File: config.mk
export PLATFORM = sky130hd
export DESIGN_NAME = pit3d_diff
export DESIGN_NICKNAME = d
export VERILOG_FILES = /design/src/design/pit3d_pkg.sv /design/src/design/pit3d_diff.sv
export SDC_FILE = /design/constraint.sdc
export NUM_CORES = 1
export LEC_CHECK = 0
export ABC_AREA = 1
export BUFFER_PORTS_ARGS = -buffer_cell sky130_fd_sc_hd__clkbuf_2
export CAP_MARGIN = 20
export CORE_UTILIZATION = 58
export DETAILED_ROUTE_END_ITERATION = 16
export PLACE_DENSITY = 0.87
export SLEW_MARGIN = 40
export SYNTH_ARGS = -nofsm -noshare
export SYNTH_HDL_FRONTEND = slang
export SYNTH_SLANG_ARGS = --single-unit
File: constraint.sdc
create_clock -name i_clk -period 1.85 [get_ports i_clk]
set_input_delay 0.185 -clock i_clk [delete_from_list [all_inputs] [get_ports i_clk]]
set_output_delay 0.185 -clock i_clk [all_outputs]
set_load 0.05 [all_outputs]
File: src/design/pit3d_pkg.sv
// ----------------------------------------------------------------------------
// pit3d_pkg
// Shared constants and control types for the 3-D point-in-triangle pipeline.
// ----------------------------------------------------------------------------
package pit3d_pkg;

    // Default coordinate width
    localparam int C_COORD_WIDTH = 16;

    // Vector axes
    localparam int C_AXES = 3;
    localparam int C_X    = 0;
    localparam int C_Y    = 1;
    localparam int C_Z    = 2;

    // Beat layout
    localparam int C_IN_FIELDS    = 12;
    localparam int C_OUT_FIELDS   = 3;
    localparam int C_OUT_TDATA_W  = 8;

    // Pipeline stage numbers, 1 = first register after the input
    localparam int C_STG_DIFF  = 1;
    localparam int C_STG_MUL   = 2;
    localparam int C_STG_CROSS = 3;
    localparam int C_STG_PART  = 4;
    localparam int C_STG_PROD  = 5;
    localparam int C_STG_SUM   = 6;
    localparam int C_STG_OUT   = 7;
    localparam int C_NUM_STAGES = 7;

    // Load enables for the cross-product unit
    typedef struct packed {
        logic mul;
        logic sub;
    } t_cross_en;

    // Load enables for the dot-product unit
    typedef struct packed {
        logic part;
        logic prod;
        logic sum;
    } t_dot_en;

    // Test applied to a finished dot sum
    typedef enum logic {
        DOT_NONNEG = 1'b0,
        DOT_ZERO   = 1'b1
    } t_dot_test;

endpackage

File: src/design/pit3d_diff.sv
// ----------------------------------------------------------------------------
// pit3d_diff
// First stage: edge and offset vectors between the point and the vertices.
// ----------------------------------------------------------------------------
module pit3d_diff
    import pit3d_pkg::*;
#(
    parameter int W = C_COORD_WIDTH
) (
    input  logic                i_clk,
    input  logic                i_en,
    input  logic signed [W-1:0] i_pt   [C_AXES],
    input  logic signed [W-1:0] i_v1   [C_AXES],
    input  logic signed [W-1:0] i_v2   [C_AXES],
    input  logic signed [W-1:0] i_v3   [C_AXES],
    output logic signed [W:0]   o_v3v2 [C_AXES],
    output logic signed [W:0]   o_ptv2 [C_AXES],
    output logic signed [W:0]   o_v1v2 [C_AXES],
    output logic signed [W:0]   o_v3v1 [C_AXES],
    output logic signed [W:0]   o_ptv1 [C_AXES],
    output logic signed [W:0]   o_v2v1 [C_AXES]
);

    logic signed [W:0] n_v3v2 [C_AXES];
    logic signed [W:0] n_ptv2 [C_AXES];
    logic signed [W:0] n_v1v2 [C_AXES];
    logic signed [W:0] n_v3v1 [C_AXES];
    logic signed [W:0] n_ptv1 [C_AXES];
    logic signed [W:0] n_v2v1 [C_AXES];

    // Sign-extend by one bit so no difference can wrap
    always_comb begin
        for (int i = 0; i < C_AXES; i++) begin
            n_v3v2[i] = {i_v3[i][W-1], i_v3[i]} - {i_v2[i][W-1], i_v2[i]};
            n_ptv2[i] = {i_pt[i][W-1], i_pt[i]} - {i_v2[i][W-1], i_v2[i]};
            n_v1v2[i] = {i_v1[i][W-1], i_v1[i]} - {i_v2[i][W-1], i_v2[i]};
            n_v3v1[i] = {i_v3[i][W-1], i_v3[i]} - {i_v1[i][W-1], i_v1[i]};
            n_ptv1[i] = {i_pt[i][W-1], i_pt[i]} - {i_v1[i][W-1], i_v1[i]};
            n_v2v1[i] = {i_v2[i][W-1], i_v2[i]} - {i_v1[i][W-1], i_v1[i]};
        end
    end

    always_ff @(posedge i_clk) begin
        if (i_en) begin
            for (int i = 0; i < C_AXES; i++) begin
                o_v3v2[i] <= n_v3v2[i];
                o_ptv2[i] <= n_ptv2[i];
                o_v1v2[i] <= n_v1v2[i];
                o_v3v1[i] <= n_v3v1[i];
                o_ptv1[i] <= n_ptv1[i];
                o_v2v1[i] <= n_v2v1[i];
            end
        end
    end

endmodule

==> Word level (Yosys, flattened, before mapping) <==
Cells that the tools add are included.
{ "classes": {"addsub": 18} }
{ "ops": {"columns": ["op", "n"], "rows": [
  ["16-bit by 16-bit subtractor with 17-bit output", 18]
]} }
{ "word_totals": {"output_inout_bits": 306, "register_bits": 306, "wordCells": 36, "inputBits": 194} }

==> Longest topological paths before layout <==
{ "depth": {"word_depth": 1, "ltp_mapped": 12, "depth_no_buf": 12} }

==> Worst setup path before layout <==
Ideal clock, no wire load.
{ "synth_path": {"kind": "input to register", "startpoint": "input i_pt[0] in the netlist's numbering", "endpoint": "register o_ptv2[14] in the netlist's numbering, data pin", "setup_ns": 0.252, "t_required_ns": 1.598, "path_buffers": 0, "arrival_ns": 1.349, "path_stages": 11, "slack_ns": 0.249, "cell_sequence": "inv_1 > ha_1 > fa_1 > inv_1 > nand2_1 > nand2_1 > nand3_1 > nand2_1 > nand2_1 > nand3_1 > nand2_1"} }
{ "synth_rtl": {"columns": ["element", "line", "source"], "rows": [
  ["from (decl)", "pit3d_diff.sv:12", "input logic signed [W-1:0] i_pt [C_AXES],"],
  ["to (signal, indexed assignment)", "pit3d_diff.sv:47", "o_ptv2[i] <= n_ptv2[i];"],
  ["to (decl)", "pit3d_diff.sv:17", "output logic signed [W:0] o_ptv2 [C_AXES],"]
]} }

==> flow_summary_export.csv <==
group,metric,value,unit
place,numPortBuffers,499,
logic_synthesis,yosysWarnings,0,
power,p_comb_share,40.2,%
setup_path,crit_type,"in2reg",
power,p_leak,19.64,nW
grt,grt_overflow,0,
place,hpwl,71100,um
logic_synthesis,syn-mean-instance-area,6.871,um^2
logic_synthesis,ys_seq_elements,303,
hold_path,hold_class,"in2reg",
sta,setup_viol,0,
grt,grt_use_total,36.09,%
setup_path,cp-startpoint,"i_pt[0]",
power,power_switching,12.16,mW
drt,ant_nets,0,
power,sw_frac_of_total,41.74,%
hold_path,hold_path_startpoint,"i_v2[16]",
clock_tree,cts_buffer_depth,3,
sta,worst_slew_pin_slew,0.4820,ns
floorplanning,core_area,45580,um^2
clock_tree,cts_made_buffers,37,
power,power_density,891.4,nW/um^2
drt,vias,26918,
grt,antenna_found_initial,5,
drt,routedWlPerCell,16.51,um
sta,period_needed,1.562,ns
floorplanning,die_area,47290,um^2
clock_tree,cts-resized-gates,0,
logic_synthesis,synth_nets,4419,
place,gp_congestion,1.018,
run,maxCapViolCount,0,
hold_path,min_path_cells,3,
setup_path,crit_path_end_kind,"register",
power,total_power,29.14,mW
grt,grt_max_degree,75,
drt,dr.pass1.iters,8,
finish,final_common_cell,"nand2_1",
finish,syn_to_final_growth,21.39,%
floorplanning,num_rows,78,
drt,wirelength,86390,um
clock_tree,cts_sinks,303,
power,vdd_drop_max,1084,uV
setup_path,crit_fanout,3,
clock_tree,cts.clk_slew.worst_paths,0.06,ns
clock_tree,cts_tree,"done",
power,power_frac_clock,27.5,%
finish,nets,5096,
place,dp.cells,5156,
grt,grt_pass1_vias,25046,
finish,stdcell_count,5231,
setup_path,cp.arrival,1.87,ns
floorplanning,ios,500,
logic_synthesis,synth_cell_types,22,
clock_tree,h-tree-depth,2,
floorplanning,die_y,217.5,um
finish,mostFrequentLayoutCells,"nand2_1, inv_1, clkbuf_2",
power,p_int,16.98,mW
setup_path,required,2.16,ns
floorplanning,start_util,59.08,%
logic_synthesis,netlist_instances,3919,
drt,drc,0,
clock_tree,root_buffer,"clkbuf_16",
sta,finalHoldViolCount,0,
sta,rsz0062_at_grt,"false",
clock_tree,cts_setup_buffers,0,
finish,drive_above_1_share,16.91,%
logic_synthesis,synth.cell_area,26930,um^2
sta,period_share,84.42,%
setup_path,startpoint_type,"primary input",
drt,drt-vias-per-instance,5.146,
power,pwr-share-seq,32.3,%
sta,max_freq,640.3,MHz
hold_path,holdPathEnd,"o_ptv2[17]",
logic_synthesis,ys_seq_area_share,33.79,%
outcome,status,"finished clean",
sta,relSlewSlack,67.86,%
floorplanning,die_w,217.5,um
grt,grt_pass1_wl,130700,um
drt,drt_first_iter_violations,2233,
sta,drv_slew,0,
[repair_timing]
action                     4_1_cts  5_1_grt
hold buffers                     1        0
hold endpoints to repair         7        0
setup endpoints to repair        0        0
[logic make-up after synthesis]
logic type | after synthesis | synth area share, %
adders and majority gates | 306 | 14.72
AOI/OAI and AO/OA | 183 | 3.401
DFF | 303 | 33.79
xor gates and xnor gates | 126 | 4.098
and+or+nand+nor | 2075 | 30.87
buffers and inverters | 926 | 13.13
[worst max-delay path: stages]
cell	delay, ns
clkbuf_2	0.10
inv_1	0.07
ha_1	0.24
fa_1	0.45
inv_1	0.10
nand2_1	0.05
nand2_1	0.17
nand3_1	0.10
nand2_1	0.18
nand2_1	0.10
nand3_1	0.08
nand2_1	0.05
[power by group through the flow]
| stage | Combinational [mW] | Sequential (mW) | Clock (mW) |
|---|---|---|---|
| floorplan | 4.53 | 13.0 | 0 |
| global placement | 11.3 | 9.52 | 0 |
| detailed placement | 11.5 | 9.53 | 0 |
| CTS | 11.6 | 9.42 | 8.05 |
| global route | 12.6 | 9.47 | 8.28 |
| finish | 11.7 | 9.42 | 8.01 |
[worst max-delay path by stage]
stage                             to  slack [ns]  depth (start not counted)
after floorplan           o_ptv2[14]        0.25                         11
after global placement    o_ptv1[12]       -0.20                         12
after detailed placement  o_ptv1[16]       -0.27                         12
after CTS                  o_ptv1[4]        0.28                          1
after global routing      o_ptv1[16]        0.16                         12
final                     o_ptv1[16]        0.29                         12
[sequential cells by signal, indices dropped and copies added (netlist names)]
register	flops
o_v3v2	51
o_ptv1	51
o_v3v1	51
o_ptv2	51
o_v1v2	50
o_v2v1	49
[final cells by class]
cell class                      count  area (um^2)
Clock buffer                       40        979.7
Inverter                          899         3374
Clock inverter                     27        329.1
Antenna cell                        7        17.52
Fill cell                        3645        12890
Sequential cell                   303         9099
Multi-Input combinational cell   2690        14300
Timing Repair Buffer              665         3844
Tap cell                          600        750.7
[through the flow]
stage | instance area, um^2 | TNS (ns) | hold WS (ns) | setup slack (ns) | util (%)
2_1_floorplan | 26930 | 0 | 0.2975 | 0.2490 | -
4_1_cts | 32670 | 0 | 0.03701 | 0.2778 | 71.69
3_5_place_dp | 31350 | -10.14 | 0.5349 | -0.2746 | 68.79
5_1_grt | 32680 | 0 | 0.08100 | 0.1589 | 71.71
6_report | 32690 | 0 | 0.05432 | 0.2882 | 71.72
3_3_place_gp | 31350 | -5.051 | 0.5365 | -0.1999 | 68.79
[layer usage]
metal  wire length, um  GRT usage [%]
met1             33670          44.28
met2             39270          60.02
met3              8571          6.416
met4              4875          19.88
met5                 0              0
[synth_stat cells (all sizes together)]
cell type,count,area share [%]
xor2,92,3.0
buf,23,0.52
inv,899,13
clkbuf,4,0.074
nand3,210,3.9
edfxtp,303,34
nor3,54,1.1
or2,16,0.37
nand2,1660,23
and2,6,0.14
ha,288,13
xnor2,34,1.1
fa,18,1.3
a21oi,183,3.4
nand4,7,0.16
nor2,118,1.8
nand3b,4,0.11
Power figures use the tool's default switching activity.
